<file path="src/rtl/core/assert_macros.svh">
// Assertion helpers shared by the RTL.
`ifndef ASSERT_MACROS_SVH
`define ASSERT_MACROS_SVH

// Same-cycle implication.
`define PWN_ASSERT_IMP(label, clk, rst, ante, cons, msg) \
   label: assert property (@(posedge clk) disable iff (rst) (ante) |-> (cons)) \
      else $error(msg);

// Next-cycle implication.
`define PWN_ASSERT_NXT(label, clk, rst, ante, cons, msg) \
   label: assert property (@(posedge clk) disable iff (rst) (ante) |=> (cons)) \
      else $error(msg);

`endif

</file>
<file path="src/rtl/core/pwn_pkg.sv">
package pwn_pkg;

   localparam int COORD_W          = 24;
   localparam int PROD_W           = 2 * COORD_W;
   localparam int AREA_W           = 64;
   localparam int STATUS_W         = 2;
   localparam int MIN_VERTICES     = 3;
   localparam int MAX_VERTICES_DEF = 64;
   localparam int CMD_FIFO_DEPTH   = 2;
   localparam int CSR_DATA_W       = 32;
   localparam int CSR_ADDR_W       = 2;

   localparam logic [CSR_ADDR_W-1:0] ADDR_TARGET_WINDING = '0;

   typedef enum logic [STATUS_W-1:0] {
      ST_OK  = 2'd0,
      ST_FEW = 2'd1,
      ST_OVF = 2'd2
   } status_type;

   // One closed polygon handed from loader to emitter.
   typedef struct packed {
      logic       bank;
      logic       reverse;
      logic       wind;
      status_type status;
   } cmd_type;

   // Emitter returns a vertex bank once its last vertex is out.
   typedef struct packed {
      logic done;
      logic bank;
   } release_type;

endpackage

</file>
<file path="src/rtl/core/pwn_cmd_fifo.sv">
module pwn_cmd_fifo
   import pwn_pkg::*;
#(
   parameter int WIDTH = 8
) (
   input  logic             clock,
   input  logic             reset,
   input  logic             push,
   input  logic [WIDTH-1:0] wdata,
   output logic             full,
   input  logic             pop,
   output logic [WIDTH-1:0] rdata,
   output logic             empty
);

   localparam int PW = $clog2(CMD_FIFO_DEPTH);
   localparam int NW = $clog2(CMD_FIFO_DEPTH + 1);

   logic [WIDTH-1:0] entry_ff [CMD_FIFO_DEPTH];
   logic [PW-1:0]    wr_ptr_ff, wr_ptr_in;
   logic [PW-1:0]    rd_ptr_ff, rd_ptr_in;
   logic [NW-1:0]    fill_ff, fill_in;
   logic             do_push, do_pop;

   assign full    = (fill_ff == NW'(CMD_FIFO_DEPTH));
   assign empty   = (fill_ff == '0);
   assign rdata   = entry_ff[rd_ptr_ff];
   assign do_push = push && !full;
   assign do_pop  = pop && !empty;

   always_comb begin
      wr_ptr_in = wr_ptr_ff;
      rd_ptr_in = rd_ptr_ff;
      fill_in   = fill_ff;
      if (do_push) begin
         wr_ptr_in = (wr_ptr_ff == PW'(CMD_FIFO_DEPTH - 1)) ? '0 : wr_ptr_ff + PW'(1);
      end
      if (do_pop) begin
         rd_ptr_in = (rd_ptr_ff == PW'(CMD_FIFO_DEPTH - 1)) ? '0 : rd_ptr_ff + PW'(1);
      end
      if (do_push && !do_pop) begin
         fill_in = fill_ff + NW'(1);
      end else if (do_pop && !do_push) begin
         fill_in = fill_ff - NW'(1);
      end
   end

   always_ff @(posedge clock) begin
      if (reset) begin
         wr_ptr_ff <= '0;
         rd_ptr_ff <= '0;
         fill_ff   <= '0;
      end else begin
         wr_ptr_ff <= wr_ptr_in;
         rd_ptr_ff <= rd_ptr_in;
         fill_ff   <= fill_in;
      end
      if (do_push) begin
         entry_ff[wr_ptr_ff] <= wdata;
      end
   end

endmodule

</file>
<file path="config.mk">
export PLATFORM = sky130hd
export DESIGN_NAME = pwn_cmd_fifo
export DESIGN_NICKNAME = d
export VERILOG_FILES = /design/src/rtl/core/assert_macros.svh /design/src/rtl/core/pwn_pkg.sv /design/src/rtl/core/pwn_cmd_fifo.sv
export SDC_FILE = /design/constraint.sdc
export NUM_CORES = 1
export LEC_CHECK = 0
export BUFFER_PORTS_ARGS = -buffer_cell sky130_fd_sc_hd__buf_2
export CORE_MARGIN = 3
export CORE_UTILIZATION = 52
export CTS_CLUSTER_DIAMETER = 100
export CTS_CLUSTER_SIZE = 12
export DETAILED_ROUTE_END_ITERATION = 16
export GPL_TIMING_DRIVEN = 0
export PLACE_DENSITY = 0.9
export SYNTH_ARGS = -nofsm -noshare
export SYNTH_HDL_FRONTEND = slang
export SYNTH_SLANG_ARGS = --single-unit
</file>
<file path="constraint.sdc">
create_clock -name clock -period 3.7 [get_ports clock]
set_clock_uncertainty 0.15 [all_clocks]
set_input_delay 0.185 -clock clock [delete_from_list [all_inputs] [get_ports clock]]
set_output_delay 0.185 -clock clock [all_outputs]
set_load 0.01 [all_outputs]
</file>
==> results_tabular.tex <==
\begin{tabular}{lr}
\hline
Metric & Value \\
\hline
\multicolumn{2}{l}{\textbf{Timing}} \\
\quad Final setup TNS & 0 ps \\
\quad Worst Tran Pin Value & 393 ps \\
\quad Shortest clock period the worst path allows after layout & 1780 ps \\
\quad Headroom to the max-slew limit & 0.738 \\
\quad RSZ-0062 raised after global routing & false \\
\quad Endpoints failing hold & 0 \\
\quad Max Fclk & 561 MHz \\
\quad Final slew viol count & 0 \\
\quad Post-route fraction of the period consumed by the critical path & 0.482 \\
\quad Final count of negative-setup-slack endpoints & 0 \\
\quad Worst Setup Slack, final & 1920 ps \\
\multicolumn{2}{l}{\textbf{Finish}} \\
\quad Final antenna diode count & 0 \\
\quad Number of fill cells & 88 \\
\quad Synth-to-Final Area Change & 30.4\% \\
\quad Fraction of final layout cells sized beyond drive strength 1 & 0.417 \\
\quad Post-layout net count & 98 \\
\multicolumn{2}{l}{\textbf{Outcome}} \\
\quad Status & complete, no violations \\
\multicolumn{2}{l}{\textbf{Detailed routing}} \\
\quad Routed len/inst & 14.5 µm \\
\quad Routed WL & 1.43 mm \\
\quad Initial detailed-routing violation count & 3 \\
\quad First drt pass iteration count & 4 \\
\quad Count of antenna-violating nets left after detailed routing & 0 \\
\quad DRC errors left & 0 \\
\quad Via/cell ratio & 5.17 \\
\quad Overall via count from detail\_route & 512 \\
\multicolumn{2}{l}{\textbf{Critical path}} \\
\quad Worst Path Arrival & 1860 ps \\
\quad WP buf/inv & 0 \\
\quad Kind of launch point of the worst setup path & flop \\
\quad Master of the slowest instance on the critical path & sky130\_fd\_sc\_hd\_\_dfxtp\_1 \\
\quad Highest cell delay on the worst timing path & 380 ps \\
\quad Element type at the critical path end & flop \\
\quad Worst endpoint required time & 3780 ps \\
\quad Cell-by-cell listing of the critical path & o21ai\_0 > ha\_1 > or3\_1 > a21oi\_1 \\
\quad Top Family by Delay on Critical Path & compound AO/OA/AOI/OAI gates \\
\quad Maximum fanout count along the critical path & 5 \\
\quad Worst Path Class, Setup & reg -> reg \\
\multicolumn{2}{l}{\textbf{Clock tree}} \\
\quad Clock tree from TritonCTS & built \\
\quad Clock slew seen by the registers of the worst setup and hold paths & 110 ps \\
\quad Clock insertion delay at the later pin of the skew report & 290 ps \\
\quad Setup Buffers After CTS & 0 \\
\quad Root buffer cell & sky130\_fd\_sc\_hd\_\_clkbuf\_4 \\
\quad Inserted Clock Buffers & 3 \\
\quad \# clock sinks & 21 \\
\quad Post\_cts resized & 0 \\
\quad Cts hold-fix bufs & 9 \\
\quad Buffers from clock root to sink, at most & 2 \\
\quad Number of levels in the clock H-tree & 1 \\
\multicolumn{2}{l}{\textbf{Power and ir drop}} \\
\quad Pwr dens & 614 nW/µm² \\
\quad Pleak & 0.000424 µW \\
\quad Overall Power & 635 µW \\
\quad Largest voltage drop on the vdd net & 455 µV \\
\multicolumn{2}{l}{\textbf{Synthesis}} \\
\quad Yosys cell types & 13 \\
\quad Post-Syn Area & 793 µm² \\
\quad Number of register bits inferred by synthesis & 21 \\
\quad Synthesized area per cell & 15.9 µm² \\
\quad Sequential cell area fraction in the yosys report & 0.732 \\
\quad Mapped Nets & 63 \\
\quad Instance count of the mapped netlist & 50 \\
\quad Synthesis Warnings & 0 \\
\multicolumn{2}{l}{\textbf{GRT}} \\
\quad Number of antenna violations at the first check in global routing & 0 \\
\quad Via count of the first global-routing pass & 503 \\
\quad Global-route wire length before repair & 2.19 mm \\
\quad All-layer global routing usage & 0.156 \\
\quad Pin count of the biggest net entering global routing & 13 \\
\quad Overflow left after global routing & 0 \\
\multicolumn{2}{l}{\textbf{Die}} \\
\quad \# IOs & 22 \\
\quad Row count & 13 \\
\quad Y dimension of the die & 45.1 µm \\
\quad Initial standard-cell utilization of the core & 0.581 \\
\quad Placeable core area & 1370 µm² \\
\quad Floorplan die area & 2030 µm² \\
\quad Die width & 45.1 µm \\
\multicolumn{2}{l}{\textbf{Run}} \\
\quad Count of max-cap constraint violations & 0 \\
\multicolumn{2}{l}{\textbf{Placement}} \\
\quad Final weighted congestion in routability-driven placement & 0.716 \\
\quad Pre-CTS setup slack & 1960 ps \\
\quad Post-detail-place hpwl & 1.01 mm \\
\quad Port Buf Inserts & 21 \\
\multicolumn{2}{l}{\textbf{Min path}} \\
\quad Min-delay worst type & in -> reg \\
\hline
\end{tabular}
==> cell usage in the layout, fill, tap and decap left out, drive strengths merged, types with 3 or more instances in the layout <==
master and count:
buf 22, clkbuf 3, dfxtp 5, dlygate4sd3 9, edfxtp 16, mux2 8, nor2 5, o21ai 3
xor2 3
==> per-layer routing <==
layer / up-vias / share of wire / global-route usage
met5: - / 0 / 0
met4: 0 / 0.010 / 0.0877
met3: 2 / 0.033 / 0.0239
met2: 10 / 0.56 / 0.277
met1: 251 / 0.39 / 0.175
li1: 249 / - / -
==> layout make-up <==
type / instances / area [µm²] / area share
Sequential cell: 21 / 581 / 0.561
Clock inverter: 1 / 5.00 / 0.00484
Tap cell: 15 / 18.8 / 0.0181
Timing Repair Buffer: 30 / 195 / 0.189
Buffer: 1 / 5.00 / 0.00484
Clock buffer: 3 / 22.5 / 0.0218
Inverter: 2 / 7.51 / 0.00726
Multi-Input combinational cell: 26 / 200 / 0.193
==> registers in the layout, summed over array words and instances, names as in the netlist, named ones only <==
register	cells
wr_ptr_ff	1
entry_ff	16
rd_ptr_ff	1
fill_ff	2
==> logic make-up (layout without fill, tap and decap cells) <==
group | after synthesis | in the layout | share of synthesized area
xor gates and xnor gates | 3 | 3 | 0.0331
muxes | 8 | 8 | 0.114
buffers and inverters | 3 | 37 | 0.0158
and+or+nand+nor | 9 | 9 | 0.0584
adders and majority gates | 1 | 1 | 0.0158
DFF | 21 | 21 | 0.732
AOI/OAI and AO/OA | 5 | 5 | 0.0315
==> tightest hold or removal path, cell delays in order <==
cell                      delay, ps
sky130_fd_sc_hd__buf_2           70
sky130_fd_sc_hd__inv_1           50
sky130_fd_sc_hd__o21ai_0        150
sky130_fd_sc_hd__a21oi_1         70
==> cell usage after synthesis <==
cell | count | area share
sky130_fd_sc_hd__and2_1 | 1 | 0.0079
sky130_fd_sc_hd__o21ai_0 | 3 | 0.019
sky130_fd_sc_hd__or3_1 | 2 | 0.016
sky130_fd_sc_hd__edfxtp_1 | 16 | 0.61
sky130_fd_sc_hd__nor2_1 | 5 | 0.024
sky130_fd_sc_hd__inv_1 | 2 | 0.0095
sky130_fd_sc_hd__dfxtp_1 | 5 | 0.13
sky130_fd_sc_hd__nor2b_2 | 1 | 0.011
sky130_fd_sc_hd__buf_2 | 1 | 0.0063
sky130_fd_sc_hd__a21oi_1 | 2 | 0.013
sky130_fd_sc_hd__xor2_1 | 3 | 0.033
sky130_fd_sc_hd__ha_1 | 1 | 0.016
sky130_fd_sc_hd__mux2_2 | 8 | 0.11
==> metrics by stage <==
step	util	cell area, µm²	hold slack, ps	cells
final	0.757	1030	125	99
after global routing	0.757	1030	129	99
after CTS	0.757	1030	119	99
after detailed placement	0.671	917	229	86
after global placement	0.671	917	223	86
after floorplan	-	793	104	50
==> where the power goes <==
| group | internal (µW) | switching [µW] | leakage [µW] |
|---|---|---|---|
| logic | 102 | 109 | 0.000215 |
| registers | 301 | 20.5 | 0.000191 |
| clock network | 40.2 | 63.0 | 0.0000177 |
| total | 443 | 193 | 0.000424 |
==> final timing paths <==
| check | cells after the start | slack, ps | to | start |
|---|---|---|---|---|
| setup / recovery | 4 | 1920 | fill_ff[1]$_SDFFE_PP0P_ | fill_ff[0]$_SDFFE_PP0P_ |
| hold / removal | 4 | 130 | wr_ptr_ff$_SDFFE_PP0N_ | push |
| setup reg to reg | 4 | 1920 | fill_ff[1]$_SDFFE_PP0P_ | fill_ff[0]$_SDFFE_PP0P_ |
| hold reg to reg | 2 | 360 | wr_ptr_ff$_SDFFE_PP0N_ | wr_ptr_ff$_SDFFE_PP0N_ |
No activity file was read; power rests on OpenSTA's default activity.
