## config.mk

```make
export PLATFORM = sky130hd
export DESIGN_NAME = pwn_back
export DESIGN_NICKNAME = d
export VERILOG_FILES = /design/src/rtl/core/assert_macros.svh /design/src/rtl/core/pwn_pkg.sv /design/src/rtl/core/pwn_back.sv
export SDC_FILE = /design/constraint.sdc
export NUM_CORES = 1
export LEC_CHECK = 0
export ABC_AREA = 1
export BUFFER_PORTS_ARGS = -buffer_cell sky130_fd_sc_hd__buf_2
export CELL_PAD_IN_SITES_DETAIL_PLACEMENT = 1
export CELL_PAD_IN_SITES_GLOBAL_PLACEMENT = 2
export CORE_ASPECT_RATIO = 2
export CORE_MARGIN = 2
export CORE_UTILIZATION = 30
export CTS_CLUSTER_SIZE = 40
export DETAILED_ROUTE_END_ITERATION = 8
export GPL_TIMING_DRIVEN = 1
export HOLD_SLACK_MARGIN = 0.02
export PLACE_DENSITY_LB_ADDON = 0.12
export SYNTH_ARGS = -nofsm -noshare
export SYNTH_HDL_FRONTEND = slang
export SYNTH_SLANG_ARGS = --single-unit
```

## constraint.sdc

```tcl
create_clock -name clock -period 5.48 [get_ports clock]
set_input_delay 1.096 -clock clock [delete_from_list [all_inputs] [get_ports clock]]
set_output_delay 1.096 -clock clock [all_outputs]
set_load 0.1 [all_outputs]
```

## src/rtl/core/assert_macros.svh

```systemverilog
// Assertion helpers shared by the RTL.
`ifndef ASSERT_MACROS_SVH
`define ASSERT_MACROS_SVH

// Same-cycle implication.
`define PWN_ASSERT_IMP(label, clk, rst, ante, cons, msg) \
   label: assert property (@(posedge clk) disable iff (rst) (ante) |-> (cons)) \
      else $error(msg);

// Next-cycle implication.
`define PWN_ASSERT_NXT(label, clk, rst, ante, cons, msg) \
   label: assert property (@(posedge clk) disable iff (rst) (ante) |=> (cons)) \
      else $error(msg);

`endif

```

## src/rtl/core/pwn_pkg.sv

```systemverilog
package pwn_pkg;

   localparam int COORD_W          = 24;
   localparam int PROD_W           = 2 * COORD_W;
   localparam int AREA_W           = 64;
   localparam int STATUS_W         = 2;
   localparam int MIN_VERTICES     = 3;
   localparam int MAX_VERTICES_DEF = 64;
   localparam int CMD_FIFO_DEPTH   = 2;
   localparam int CSR_DATA_W       = 32;
   localparam int CSR_ADDR_W       = 2;

   localparam logic [CSR_ADDR_W-1:0] ADDR_TARGET_WINDING = '0;

   typedef enum logic [STATUS_W-1:0] {
      ST_OK  = 2'd0,
      ST_FEW = 2'd1,
      ST_OVF = 2'd2
   } status_type;

   // One closed polygon handed from loader to emitter.
   typedef struct packed {
      logic       bank;
      logic       reverse;
      logic       wind;
      status_type status;
   } cmd_type;

   // Emitter returns a vertex bank once its last vertex is out.
   typedef struct packed {
      logic done;
      logic bank;
   } release_type;

endpackage

```

## src/rtl/core/pwn_back.sv

```systemverilog
module pwn_back
   import pwn_pkg::*;
#(
   parameter int MAX_VERTICES = MAX_VERTICES_DEF
) (
   input  logic                                  clock,
   input  logic                                  reset,
   input  logic                                  cmd_empty,
   input  cmd_type                               cmd,
   input  logic [$clog2(MAX_VERTICES+1)-1:0]     cmd_last,
   output logic                                  cmd_pop,
   output logic                                  ram_re,
   output logic [$clog2(2*MAX_VERTICES)-1:0]     ram_raddr,
   input  logic [2*COORD_W-1:0]                  ram_rdata,
   output logic                                  rsp_valid,
   input  logic                                  rsp_ready,
   output logic signed [COORD_W-1:0]             out_x,
   output logic signed [COORD_W-1:0]             out_y,
   output logic                                  found_winding,
   output status_type                            status,
   output logic                                  final_vertex,
   output release_type                           rel
);

   localparam int CW = $clog2(MAX_VERTICES + 1);
   localparam int AW = $clog2(2 * MAX_VERTICES);

   logic                      active_ff, active_in;
   logic [CW-1:0]             cnt_ff, cnt_in;
   logic [CW-1:0]             last_ff, last_in;
   logic                      bank_ff, bank_in;
   logic                      rev_ff, rev_in;
   logic                      wind_ff, wind_in;
   logic                      pend_ff, pend_in;
   logic                      pend_last_ff, pend_last_in;
   logic                      out_valid_ff, out_valid_in;
   logic signed [COORD_W-1:0] out_x_ff, out_x_in, out_y_ff, out_y_in;
   logic                      out_wind_ff, out_wind_in;
   status_type                out_status_ff, out_status_in;
   logic                      out_final_ff, out_final_in;

   logic                      out_free, load, issue, last_issue, start, err_load;
   logic [CW-1:0]             idx;

   assign out_free   = !out_valid_ff || rsp_ready;
   assign load       = pend_ff && out_free;
   assign issue      = active_ff && (!pend_ff || load);
   assign last_issue = (cnt_ff == last_ff);
   assign start      = !active_ff && !pend_ff && !cmd_empty &&
                       ((cmd.status == ST_OK) || out_free);
   assign err_load   = start && (cmd.status != ST_OK);
   assign cmd_pop    = start;

   assign idx       = rev_ff ? last_ff - cnt_ff : cnt_ff;
   assign ram_re    = issue;
   assign ram_raddr = (bank_ff ? AW'(MAX_VERTICES) : AW'(0)) + AW'(idx);

   assign rel.done = load && pend_last_ff;
   assign rel.bank = bank_ff;

   assign rsp_valid     = out_valid_ff;
   assign out_x         = out_x_ff;
   assign out_y         = out_y_ff;
   assign found_winding = out_wind_ff;
   assign status        = out_status_ff;
   assign final_vertex  = out_final_ff;

   always_comb begin
      active_in     = active_ff;
      cnt_in        = cnt_ff;
      last_in       = last_ff;
      bank_in       = bank_ff;
      rev_in        = rev_ff;
      wind_in       = wind_ff;
      pend_in       = issue || (pend_ff && !load);
      pend_last_in  = issue ? last_issue : pend_last_ff;
      out_valid_in  = out_valid_ff;
      out_x_in      = out_x_ff;
      out_y_in      = out_y_ff;
      out_wind_in   = out_wind_ff;
      out_status_in = out_status_ff;
      out_final_in  = out_final_ff;

      if (start && (cmd.status == ST_OK)) begin
         active_in = 1'b1;
         cnt_in    = '0;
         last_in   = cmd_last;
         bank_in   = cmd.bank;
         rev_in    = cmd.reverse;
         wind_in   = cmd.wind;
      end else if (issue) begin
         cnt_in = cnt_ff + CW'(1);
         if (last_issue) begin
            active_in = 1'b0;
         end
      end

      if (load) begin
         out_valid_in  = 1'b1;
         out_x_in      = ram_rdata[2*COORD_W-1:COORD_W];
         out_y_in      = ram_rdata[COORD_W-1:0];
         out_wind_in   = wind_ff;
         out_status_in = ST_OK;
         out_final_in  = pend_last_ff;
      end else if (err_load) begin
         out_valid_in  = 1'b1;
         out_x_in      = '0;
         out_y_in      = '0;
         out_wind_in   = 1'b0;
         out_status_in = cmd.status;
         out_final_in  = 1'b1;
      end else if (rsp_ready) begin
         out_valid_in = 1'b0;
      end
   end

   always_ff @(posedge clock) begin
      if (reset) begin
         active_ff    <= 1'b0;
         pend_ff      <= 1'b0;
         out_valid_ff <= 1'b0;
      end else begin
         active_ff    <= active_in;
         pend_ff      <= pend_in;
         out_valid_ff <= out_valid_in;
      end
      cnt_ff        <= cnt_in;
      last_ff       <= last_in;
      bank_ff       <= bank_in;
      rev_ff        <= rev_in;
      wind_ff       <= wind_in;
      pend_last_ff  <= pend_last_in;
      out_x_ff      <= out_x_in;
      out_y_ff      <= out_y_in;
      out_wind_ff   <= out_wind_in;
      out_status_ff <= out_status_in;
      out_final_ff  <= out_final_in;
   end

endmodule
```

==> flow_metrics.tcl <==
set metrics [dict create \
    status "finished clean" \
    routed_via_density 4.28 \
    grt_antenna_before_repair 0 \
    cts_buffer_depth 2 \
    grt_pass1_vias 2663 \
    coreArea_mm2 0.0105 \
    holdPathStages 2 \
    worstRegToRegCells 7 \
    die-area_mm2 0.0116 \
    relSlewSlack 0.186 \
    pre_cts_slack_ns 1.77 \
    clock-sinks 73 \
    crit_path_cell_trace "buf_2, nor2_4, nor2_1, inv_2, nor2_1, buf_2" \
    critical_path.max_fanout 52 \
    fin_crit_sh 0.658 \
    io_buffers 127 \
    synthArstFlopShare 0 \
    crit_path_top_delay_cell "inv_2" \
    critPathLaunchType "primary input" \
    hold_path.class "register to register" \
    max_slew.worst_pin.slew_ns 1.22 \
    cap_violations 0 \
    fmax_mhz 277 \
    crit_arrival_ns 2.51 \
    hold_viol_final 0 \
    cts_resized 0 \
    drive_gt1_frac 0.337 \
    p_leak_nw 2.16 \
    post_cts_buffers 0 \
    fp.dieH_um 151 \
    grt_setup_unrepaired "no" \
    die_w_um 77.3 \
    drt_iter0_markers 103 \
    nets 524 \
    ys_top_cells_by_count "inv_1 (76), edfxtp_1 (61), nor2_1 (61)" \
    synth_warnings 0 \
    synth.avg_cell_area_um2 10.0 \
    drc_errors 0 \
    fin_crit_ns 3.61 \
    area_growth_pct 35.4 \
    grt_util_all_layers 0.149 \
    synth_cells 321 \
    yosysSeqAreaShare 0.643 \
    yosys-top-cells-area "edfxtp_1 (57%), inv_1 (8.9%), dfxtp_1 (7.5%)" \
    multi_input_area_um2 822 \
    critical_path.top_delay_family "buffers and inverters" \
    synth_cell_type_count 30 \
    first_pass_iters 4 \
    io_pins 128 \
    tns_ns 0 \
    antenna_cells 0 \
    vias 2540 \
    endpoint_kind "output port" \
    wire_per_inst_um 14.1 \
    dpl.hpwl_um 6470 \
    finalSetupViolCount 0 \
    grt_overflow 0 \
    slowest_delay_ns 0.63 \
    crit_buf_inv 3 \
    numCtsBuffers 9 \
    final_antenna_net_count 0 \
    postCtsHoldBufs 0 \
    cts_max_level 3 \
    critical_path_depth 6 \
    synth_most_common_cell "inv_1" \
    postRouteWirelength_um 8350 \
    clock_latency_ns 0.33 \
    critPathRequiredTime_ns 4.38 \
    fillCellCount 1251 \
    clk_pin_slew_worst_paths_ns 0.06 \
    yosys.area.top_type "edfxtp_1" \
    root_buffer "clkbuf_16" \
    seqCellArea_mm2 0.00207 \
    grt_max_degree 53 \
    criticalPathCategory "primary input to output port" \
    cts_tree "done" \
    grt_pass1_wl_um 13000 \
    skew_ns 0.00491 \
    syn-num-nets 393 \
    num_rows 53 \
    synth_edf_count 61 \
    synth_top_cell_area_share 0.569 \
    synth_flop_cell "edfxtp_1" \
    gp_congestion 0.747 \
    power.density_mw_per_mm2 433 \
    initial_core_util 0.307 \
    vdd_drop_max_uv 189 \
    finalWorstSetupSlack_ns 1.87 \
    finalMaxSlewViolations 0 \
    ys_seq_elements 73 \
    netlist_area_mm2 0.00322 \
]
==> cell usage in the layout, fill, tap and decap left out <==
| cell type | instances |
|---|---|
| a21oi_1 | 11 |
| a21oi_2 | 1 |
| buf_2 | 127 |
| bufinv_16 | 4 |
| clkbuf_16 | 9 |
| clkinv_1 | 1 |
| clkinv_4 | 1 |
| dfxtp_1 | 12 |
| edfxtp_1 | 61 |
| fa_1 | 1 |
| ha_1 | 7 |
| inv_1 | 76 |
| inv_2 | 2 |
| inv_6 | 1 |
| nand2_1 | 42 |
| nand2_2 | 2 |
| nand2_4 | 1 |
| nand3_1 | 15 |
| nand3_2 | 1 |
| nand4_1 | 1 |
| nor2_1 | 61 |
| nor2_2 | 1 |
| nor2_4 | 2 |
| nor3_4 | 1 |
| nor3b_1 | 1 |
| o21a_1 | 1 |
| o21ai_0 | 6 |
| o21ai_2 | 1 |
| o21bai_1 | 1 |
| o22ai_1 | 3 |
| or2_1 | 1 |
| xnor2_1 | 1 |
| xor2_1 | 1 |
==> final cells by class <==
| cell class | count | share of cell area |
|---|---|---|
| clock buffer | 9 | 0.0516 |
| clock inverter | 7 | 0.0324 |
| inverter | 78 | 0.0671 |
| multi-input combinational | 163 | 0.189 |
| sequential | 73 | 0.475 |
| tap | 137 | 0.0393 |
| timing repair buffer | 127 | 0.146 |
==> path summary, 6_finish.rpt <==
path | startpoint | end | slack [ns]
worst max register to register | rsp_valid | rsp_valid | 2.72
worst max-delay path | rsp_ready | rel[1] | 1.87
worst min register to register | status[0] | status[0] | 0.47
worst min-delay path | status[0] | status[0] | 0.47
==> sequential cells by signal, indices dropped and copies added, names as in the netlist <==
signal,cells
found_winding,1
pend_last_ff,1
rsp_valid,1
cnt_ff,7
active_ff,1
rev_ff,1
status,2
final_vertex,1
out_x,24
bank_ff,1
out_y,24
wind_ff,1
pend_ff,1
last_ff,7
==> through the flow <==
step	cell area (µm²)	instances	total power, mW	hold slack, ns	util
floorplan	3220	321	1.08	0.474	-
global placement	3990	578	1.18	0.456	0.381
detailed placement	3990	578	1.19	0.458	0.381
CTS	4360	594	1.92	0.473	0.416
global route	4360	594	1.96	0.492	0.416
finish	4360	594	1.89	0.467	0.416
==> metal layers <==
metal	vias up	share of wire	GRT usage	wire, µm
met4	0	0.018	0.0696	150
li1	1261	-	-	-
met5	-	0	0	0
met2	75	0.60	0.301	5010
met3	8	0.043	0.0318	355
met1	1196	0.34	0.136	2830
==> worst register-to-register path, stage by stage, from the launching register on <==
cell and delay [ns]:
dfxtp_1 0.32, inv_1 0.06, nor2_4 0.14, nor2_1 0.10, inv_2 0.63, nand2_2 0.92
o21bai_1 0.41, inv_1 0.06
==> power breakdown <==
part	leakage (nW)	total (mW)	switching, mW	internal (mW)
clock	0.178	0.720	0.229	0.491
sequential	0.691	0.672	0.0212	0.650
combinational	1.29	0.497	0.418	0.0789
==> cells by family after synthesis <==
logic type / Yosys count / share of synthesized area
AO/OA/AOI/OAI: 24 / 0.0423
XOR/XNOR: 2 / 0.00544
adder cells (fa/ha/maj): 8 / 0.0334
buffers and inverters: 85 / 0.102
flip-flops: 73 / 0.643
AND/OR/NAND/NOR: 129 / 0.173
(Power assumes the default switching activity.)
