## config.mk

```make
export PLATFORM = sky130hd
export DESIGN_NAME = pwn_front
export DESIGN_NICKNAME = d
export VERILOG_FILES = /design/src/rtl/core/assert_macros.svh /design/src/rtl/core/pwn_pkg.sv /design/src/rtl/core/pwn_front.sv
export SDC_FILE = /design/constraint.sdc
export NUM_CORES = 2
export LEC_CHECK = 0
export ABC_AREA = 1
export BUFFER_PORTS_ARGS = -buffer_cell sky130_fd_sc_hd__buf_2
export CAP_MARGIN = 0
export CORE_UTILIZATION = 62
export CTS_BUF_LIST = sky130_fd_sc_hd__clkbuf_4 sky130_fd_sc_hd__clkbuf_8
export DETAILED_ROUTE_END_ITERATION = 6
export HOLD_SLACK_MARGIN = 0.03
export PLACE_DENSITY = 0.79
export SLEW_MARGIN = 20
export SYNTH_ARGS = -nofsm -noshare
export SYNTH_HDL_FRONTEND = slang
export SYNTH_SLANG_ARGS = --single-unit
```

## constraint.sdc

```tcl
create_clock -name clock -period 12.3 [get_ports clock]
set_input_delay 2.46 -clock clock [delete_from_list [all_inputs] [get_ports clock]]
set_output_delay 2.46 -clock clock [all_outputs]
set_load 0.005 [all_outputs]
```

## src/rtl/core/assert_macros.svh

```systemverilog
// Assertion helpers shared by the RTL.
`ifndef ASSERT_MACROS_SVH
`define ASSERT_MACROS_SVH

// Same-cycle implication.
`define PWN_ASSERT_IMP(label, clk, rst, ante, cons, msg) \
   label: assert property (@(posedge clk) disable iff (rst) (ante) |-> (cons)) \
      else $error(msg);

// Next-cycle implication.
`define PWN_ASSERT_NXT(label, clk, rst, ante, cons, msg) \
   label: assert property (@(posedge clk) disable iff (rst) (ante) |=> (cons)) \
      else $error(msg);

`endif

```

## src/rtl/core/pwn_pkg.sv

```systemverilog
package pwn_pkg;

   localparam int COORD_W          = 24;
   localparam int PROD_W           = 2 * COORD_W;
   localparam int AREA_W           = 64;
   localparam int STATUS_W         = 2;
   localparam int MIN_VERTICES     = 3;
   localparam int MAX_VERTICES_DEF = 64;
   localparam int CMD_FIFO_DEPTH   = 2;
   localparam int CSR_DATA_W       = 32;
   localparam int CSR_ADDR_W       = 2;

   localparam logic [CSR_ADDR_W-1:0] ADDR_TARGET_WINDING = '0;

   typedef enum logic [STATUS_W-1:0] {
      ST_OK  = 2'd0,
      ST_FEW = 2'd1,
      ST_OVF = 2'd2
   } status_type;

   // One closed polygon handed from loader to emitter.
   typedef struct packed {
      logic       bank;
      logic       reverse;
      logic       wind;
      status_type status;
   } cmd_type;

   // Emitter returns a vertex bank once its last vertex is out.
   typedef struct packed {
      logic done;
      logic bank;
   } release_type;

endpackage

```

## src/rtl/core/pwn_front.sv

```systemverilog
module pwn_front
   import pwn_pkg::*;
#(
   parameter int MAX_VERTICES = MAX_VERTICES_DEF
) (
   input  logic                                  clock,
   input  logic                                  reset,
   input  logic                                  req_valid,
   output logic                                  req_ready,
   input  logic signed [COORD_W-1:0]             vert_x,
   input  logic signed [COORD_W-1:0]             vert_y,
   input  logic                                  closes_polygon,
   input  logic                                  target_winding,
   output logic                                  ram_we,
   output logic [$clog2(2*MAX_VERTICES)-1:0]     ram_waddr,
   output logic [2*COORD_W-1:0]                  ram_wdata,
   output logic                                  cmd_push,
   output cmd_type                               cmd,
   output logic [$clog2(MAX_VERTICES+1)-1:0]     cmd_last,
   input  logic                                  cmd_full,
   input  release_type                           rel,
   output logic [1:0]                            bank_busy
);

   localparam int CW = $clog2(MAX_VERTICES + 1);
   localparam int AW = $clog2(2 * MAX_VERTICES);

   typedef enum logic [1:0] {
      F_LOAD,
      F_MUL,
      F_ADD,
      F_PUSH
   } state_type;

   state_type                   state_ff, state_in;
   logic [CW-1:0]               count_ff, count_in;
   logic                        ovf_ff, ovf_in;
   logic signed [COORD_W-1:0]   prev_x_ff, prev_x_in, prev_y_ff, prev_y_in;
   logic signed [COORD_W-1:0]   first_x_ff, first_x_in, first_y_ff, first_y_in;
   logic signed [AREA_W-1:0]    area_ff, area_in;
   logic signed [PROD_W-1:0]    prod_a_ff, prod_a_in, prod_b_ff, prod_b_in;
   logic                        acc_en_ff, acc_en_in;
   logic                        bank_ff, bank_in;
   logic [1:0]                  busy_ff, busy_in;
   status_type                  status_ff, status_in;

   logic                        accept, room, ovf_next;
   logic [CW-1:0]               n_next;
   logic signed [COORD_W-1:0]   mb1, ma2;
   logic signed [PROD_W:0]      diff;
   logic                        wind;

   assign req_ready = (state_ff == F_LOAD) && !busy_ff[bank_ff];
   assign accept    = req_valid && req_ready;
   assign room      = (count_ff != CW'(MAX_VERTICES));
   assign ovf_next  = ovf_ff || !room;
   assign n_next    = room ? count_ff + CW'(1) : count_ff;

   assign ram_we    = accept && room;
   assign ram_waddr = (bank_ff ? AW'(MAX_VERTICES) : AW'(0)) + AW'(count_ff);
   assign ram_wdata = {vert_x, vert_y};

   // closing edge reuses the multipliers: last vertex times first vertex
   assign mb1  = (state_ff == F_MUL) ? first_y_ff : vert_y;
   assign ma2  = (state_ff == F_MUL) ? first_x_ff : vert_x;
   assign diff = (PROD_W + 1)'(prod_a_ff) - (PROD_W + 1)'(prod_b_ff);
   assign wind = !area_ff[AREA_W-1];

   assign cmd_push     = (state_ff == F_PUSH) && !cmd_full;
   assign cmd.bank     = bank_ff;
   assign cmd.wind     = wind;
   assign cmd.reverse  = (wind != target_winding);
   assign cmd.status   = status_ff;
   assign cmd_last     = count_ff - CW'(1);
   assign bank_busy    = busy_ff;

   always_comb begin
      state_in   = state_ff;
      count_in   = count_ff;
      ovf_in     = ovf_ff;
      prev_x_in  = prev_x_ff;
      prev_y_in  = prev_y_ff;
      first_x_in = first_x_ff;
      first_y_in = first_y_ff;
      bank_in    = bank_ff;
      busy_in    = busy_ff;
      status_in  = status_ff;
      prod_a_in  = prev_x_ff * mb1;
      prod_b_in  = ma2 * prev_y_ff;
      acc_en_in  = (accept && room && (count_ff != '0)) || (state_ff == F_MUL);
      area_in    = acc_en_ff ?
                   area_ff + {{(AREA_W - PROD_W - 1){diff[PROD_W]}}, diff} : area_ff;

      if (rel.done) begin
         busy_in[rel.bank] = 1'b0;
      end

      case (state_ff)
         F_LOAD: begin
            if (accept) begin
               count_in = n_next;
               ovf_in   = ovf_next;
               if (room) begin
                  prev_x_in = vert_x;
                  prev_y_in = vert_y;
                  if (count_ff == '0) begin
                     first_x_in = vert_x;
                     first_y_in = vert_y;
                  end
               end
               if (closes_polygon) begin
                  if (ovf_next) begin
                     status_in = ST_OVF;
                     state_in  = F_PUSH;
                  end else if (n_next < CW'(MIN_VERTICES)) begin
                     status_in = ST_FEW;
                     state_in  = F_PUSH;
                  end else begin
                     status_in = ST_OK;
                     state_in  = F_MUL;
                  end
               end
            end
         end
         F_MUL: begin
            state_in = F_ADD;
         end
         F_ADD: begin
            state_in = F_PUSH;
         end
         F_PUSH: begin
            if (cmd_push) begin
               count_in  = '0;
               ovf_in    = 1'b0;
               prev_x_in = '0;
               prev_y_in = '0;
               area_in   = '0;
               state_in  = F_LOAD;
               if (status_ff == ST_OK) begin
                  busy_in[bank_ff] = 1'b1;
                  bank_in          = !bank_ff;
               end
            end
         end
         default: begin
            state_in = F_LOAD;
         end
      endcase
   end

   always_ff @(posedge clock) begin
      if (reset) begin
         state_ff  <= F_LOAD;
         count_ff  <= '0;
         ovf_ff    <= 1'b0;
         prev_x_ff <= '0;
         prev_y_ff <= '0;
         area_ff   <= '0;
         acc_en_ff <= 1'b0;
         bank_ff   <= 1'b0;
         busy_ff   <= '0;
         status_ff <= ST_OK;
      end else begin
         state_ff  <= state_in;
         count_ff  <= count_in;
         ovf_ff    <= ovf_in;
         prev_x_ff <= prev_x_in;
         prev_y_ff <= prev_y_in;
         area_ff   <= area_in;
         acc_en_ff <= acc_en_in;
         bank_ff   <= bank_in;
         busy_ff   <= busy_in;
         status_ff <= status_in;
      end
      first_x_ff <= first_x_in;
      first_y_ff <= first_y_in;
      prod_a_ff  <= prod_a_in;
      prod_b_ff  <= prod_b_in;
   end

endmodule

```

==> flow_summary.toml <==
[logic_synthesis]
syn_nets = 9257
synth_compound_area_share_pct = 6.66
synth_area_per_cell_um2 = 7.92
ys_seq_area_share_pct = 9.85
synth_largest_area_cell = "fa_1"
synth_area_um2 = 60200
synthAdderAreaFrac_pct = 48.5
synth_top_family_by_area = "adder cells"
synth_top_area_share_pct = 40.4
syn_inst = 7597
synth_xor_area_share_pct = 2.79
ys_types = 60
ys_async_sr_fraction_pct = 0
yosys-top-cells-area = "fa_1, inv_1, ha_1, nand2_1, dfxtp_1"
ys_warn_count = 0
synth-simple-area-share_pct = 18.5
ys.flop_type = "dfxtp_1"
synthMuxAreaShare_pct = 0
ys_seq_elements = 272
synth-edff-count = 48
synth_commonest_cells = "inv_1, nand2_1, fa_1"
synth_most_common_cell = "inv_1"

[grt]
grt_pass1_vias = 52579
antenna_found_initial = 2
grt-ovfl-total = 0
grt_max_degree = 64
grt_pass1_wl_mm = 299
grt_use_total_pct = 40.2

[worst_setup_path]
cp_max_fo = 22
rrSetupSlack_ns = 2.89
critPathTopFamily = "adder cells"
slowest_stage = "o21ai_0"
r2r_cells = 29
r2r-end = "prod_a_ff[47]"
required_ns = 12.93
cpPeakStageDelay_ns = 0.71
cp-end-kind = "register"
startpoint_type = "primary input"
critical_path_buf_inv_count = 8
reg2reg_from = "state_ff[1]"
critPathArrivalTime_ns = 10.55
path_class = "primary input to register"

[placement]
place_ws_ns = 1.88
io_buffers = 127
placed_area_um2 = 61700
gp_congestion = 1.04
dp_hpwl_mm = 160

[clock_network]
post_cts_buffers = 0
clockBufferDepth = 3
post_cts_resized = 0
insertion_delay_ns = 0.76
cts_hold_buf = 0
cts_buffers = 51
clock-sinks = 272
htreeDepth = 2
cts_root_buf = "clkbuf_8"
tritoncts = "done"
clk_pin_slew_ns = 0.06

[routing]
wirelength_mm = 193
drc = 0
first_pass_iters = 7
via_per_inst = 5.69
route.vias.total = 50604
wl_met2_mm = 85.4
final_antenna_net_count = 0
routed.top_layer = "met5"
wl_per_cell_um = 21.7
initialDrtViolationCount = 4498
route.layer.met1.wl_mm = 74.3
wl_met3_mm = 21.2

[floorplanning]
rows = 113
ios = 128
initial_core_util_pct = 63.0
die_h_um = 314
dieArea_um2 = 98300
coreArea_um2 = 95600
fp.dieW_um = 314

[sta]
tns_ns = 0
grt_setup_unrepaired = "false"
drv_slew = 0
max_freq_mhz = 101
relSlewSlack_pct = 28.8
setup_viol = 0
timing.final.crit_share_pct = 80.7
finalCriticalPeriod_ns = 9.92
finalWorstSetupSlack_ns = 2.38
hold_viol_final = 0
finClkSkew_ns = 0.108
whs_ns = 0.467
max_slew.worst_pin.slew_ns = 1.07

[min_path]
holdPathStages = 2
hp-class = "register to register"
hold_end = "prev_x_ff[10]"
holdCritStartpoint = "prev_x_ff[10]"

[run_status]
status = "finished, final reports clean"

[finish]
syn2layout_area_growth_pct = 4.35
final_area_um2 = 62800
fin_nets = 9243
drive_gt1_share_pct = 6.51

[flow_run]
drv_cap = 0
## how the worst max path moves through the flow
stage | startpoint | to | slack, ns | cells past startpoint
2_1_floorplan | vert_x[23] | prod_b_ff[46] | 3.44 | 21
3_3_place_gp | vert_y[1] | prod_a_ff[47] | 2.02 | 26
3_5_place_dp | vert_y[1] | prod_a_ff[47] | 1.88 | 26
4_1_cts | vert_y[1] | prod_a_ff[47] | 2.61 | 26
5_1_grt | vert_y[1] | prod_a_ff[46] | 2.05 | 26
6_report | vert_y[1] | prod_a_ff[47] | 2.38 | 26
## per-layer routing
layer  track usage, %  vias to the layer above
li1                 -                    22383
met1             52.5                    24718
met2             63.1                     2825
met3             9.16                      676
met4             20.6                        2
met5            0.338                        -
## per-stage QoR
stage               cells  util [%]
floorplan            7597         -
global placement     8795      64.5
detailed placement   8795      64.5
CTS                  8884      65.7
global route         8885      65.7
finish               8886      65.7
## registers in the layout, summed over array words and instances (netlist names), 2 cells and up
name	cells
area_ff	64
bank_busy	2
count_ff	7
first_x_ff	24
first_y_ff	24
prev_x_ff	24
prev_y_ff	24
prod_a_ff	48
prod_b_ff	48
state_ff	2
status_ff	2
## cells in the final DEF, fill, tap and decap left out, types with 127 or more instances in the layout
| master | count |
|---|---|
| fa_1 | 1216 |
| a21oi_1 | 293 |
| ha_1 | 387 |
| nand2_1 | 1290 |
| inv_1 | 1781 |
| xor2_1 | 134 |
| nand3_1 | 180 |
| o21ai_0 | 173 |
| buf_2 | 127 |
| nor2_1 | 1053 |
| dfxtp_1 | 223 |
## cells by family (layout without fill, tap and decap cells)
family / count (synthesis) / in the layout
buffers and inverters: 2096 / 2118
AOI/OAI and AO/OA: 698 / 698
other: 0 / 2
and+or+nand+nor: 2735 / 2735
adders and majority gates: 1604 / 1604
DFF: 272 / 272
xor gates and xnor gates: 192 / 192
## cell type report
type	instances	area (µm²)
Antenna cell	2	5.00
Timing Repair Buffer	217	1310
Clock inverter	19	193
Inverter	1812	6800
Clock buffer	70	907
Fill cell	8381	32800
Tap cell	1265	1580
Multi-Input combinational cell	5229	46100
Sequential cell	272	5930
## worst min-delay path, delay by kind of cell (launching register included)
kind            cells  cell delay (ns)
compound gates      1             0.05
flops               1             0.31
simple gates        1             0.06
Power is left out: the tool's default activity adds up to more than one toggle a clock period on the data nets, which glitch-free logic cannot reach.
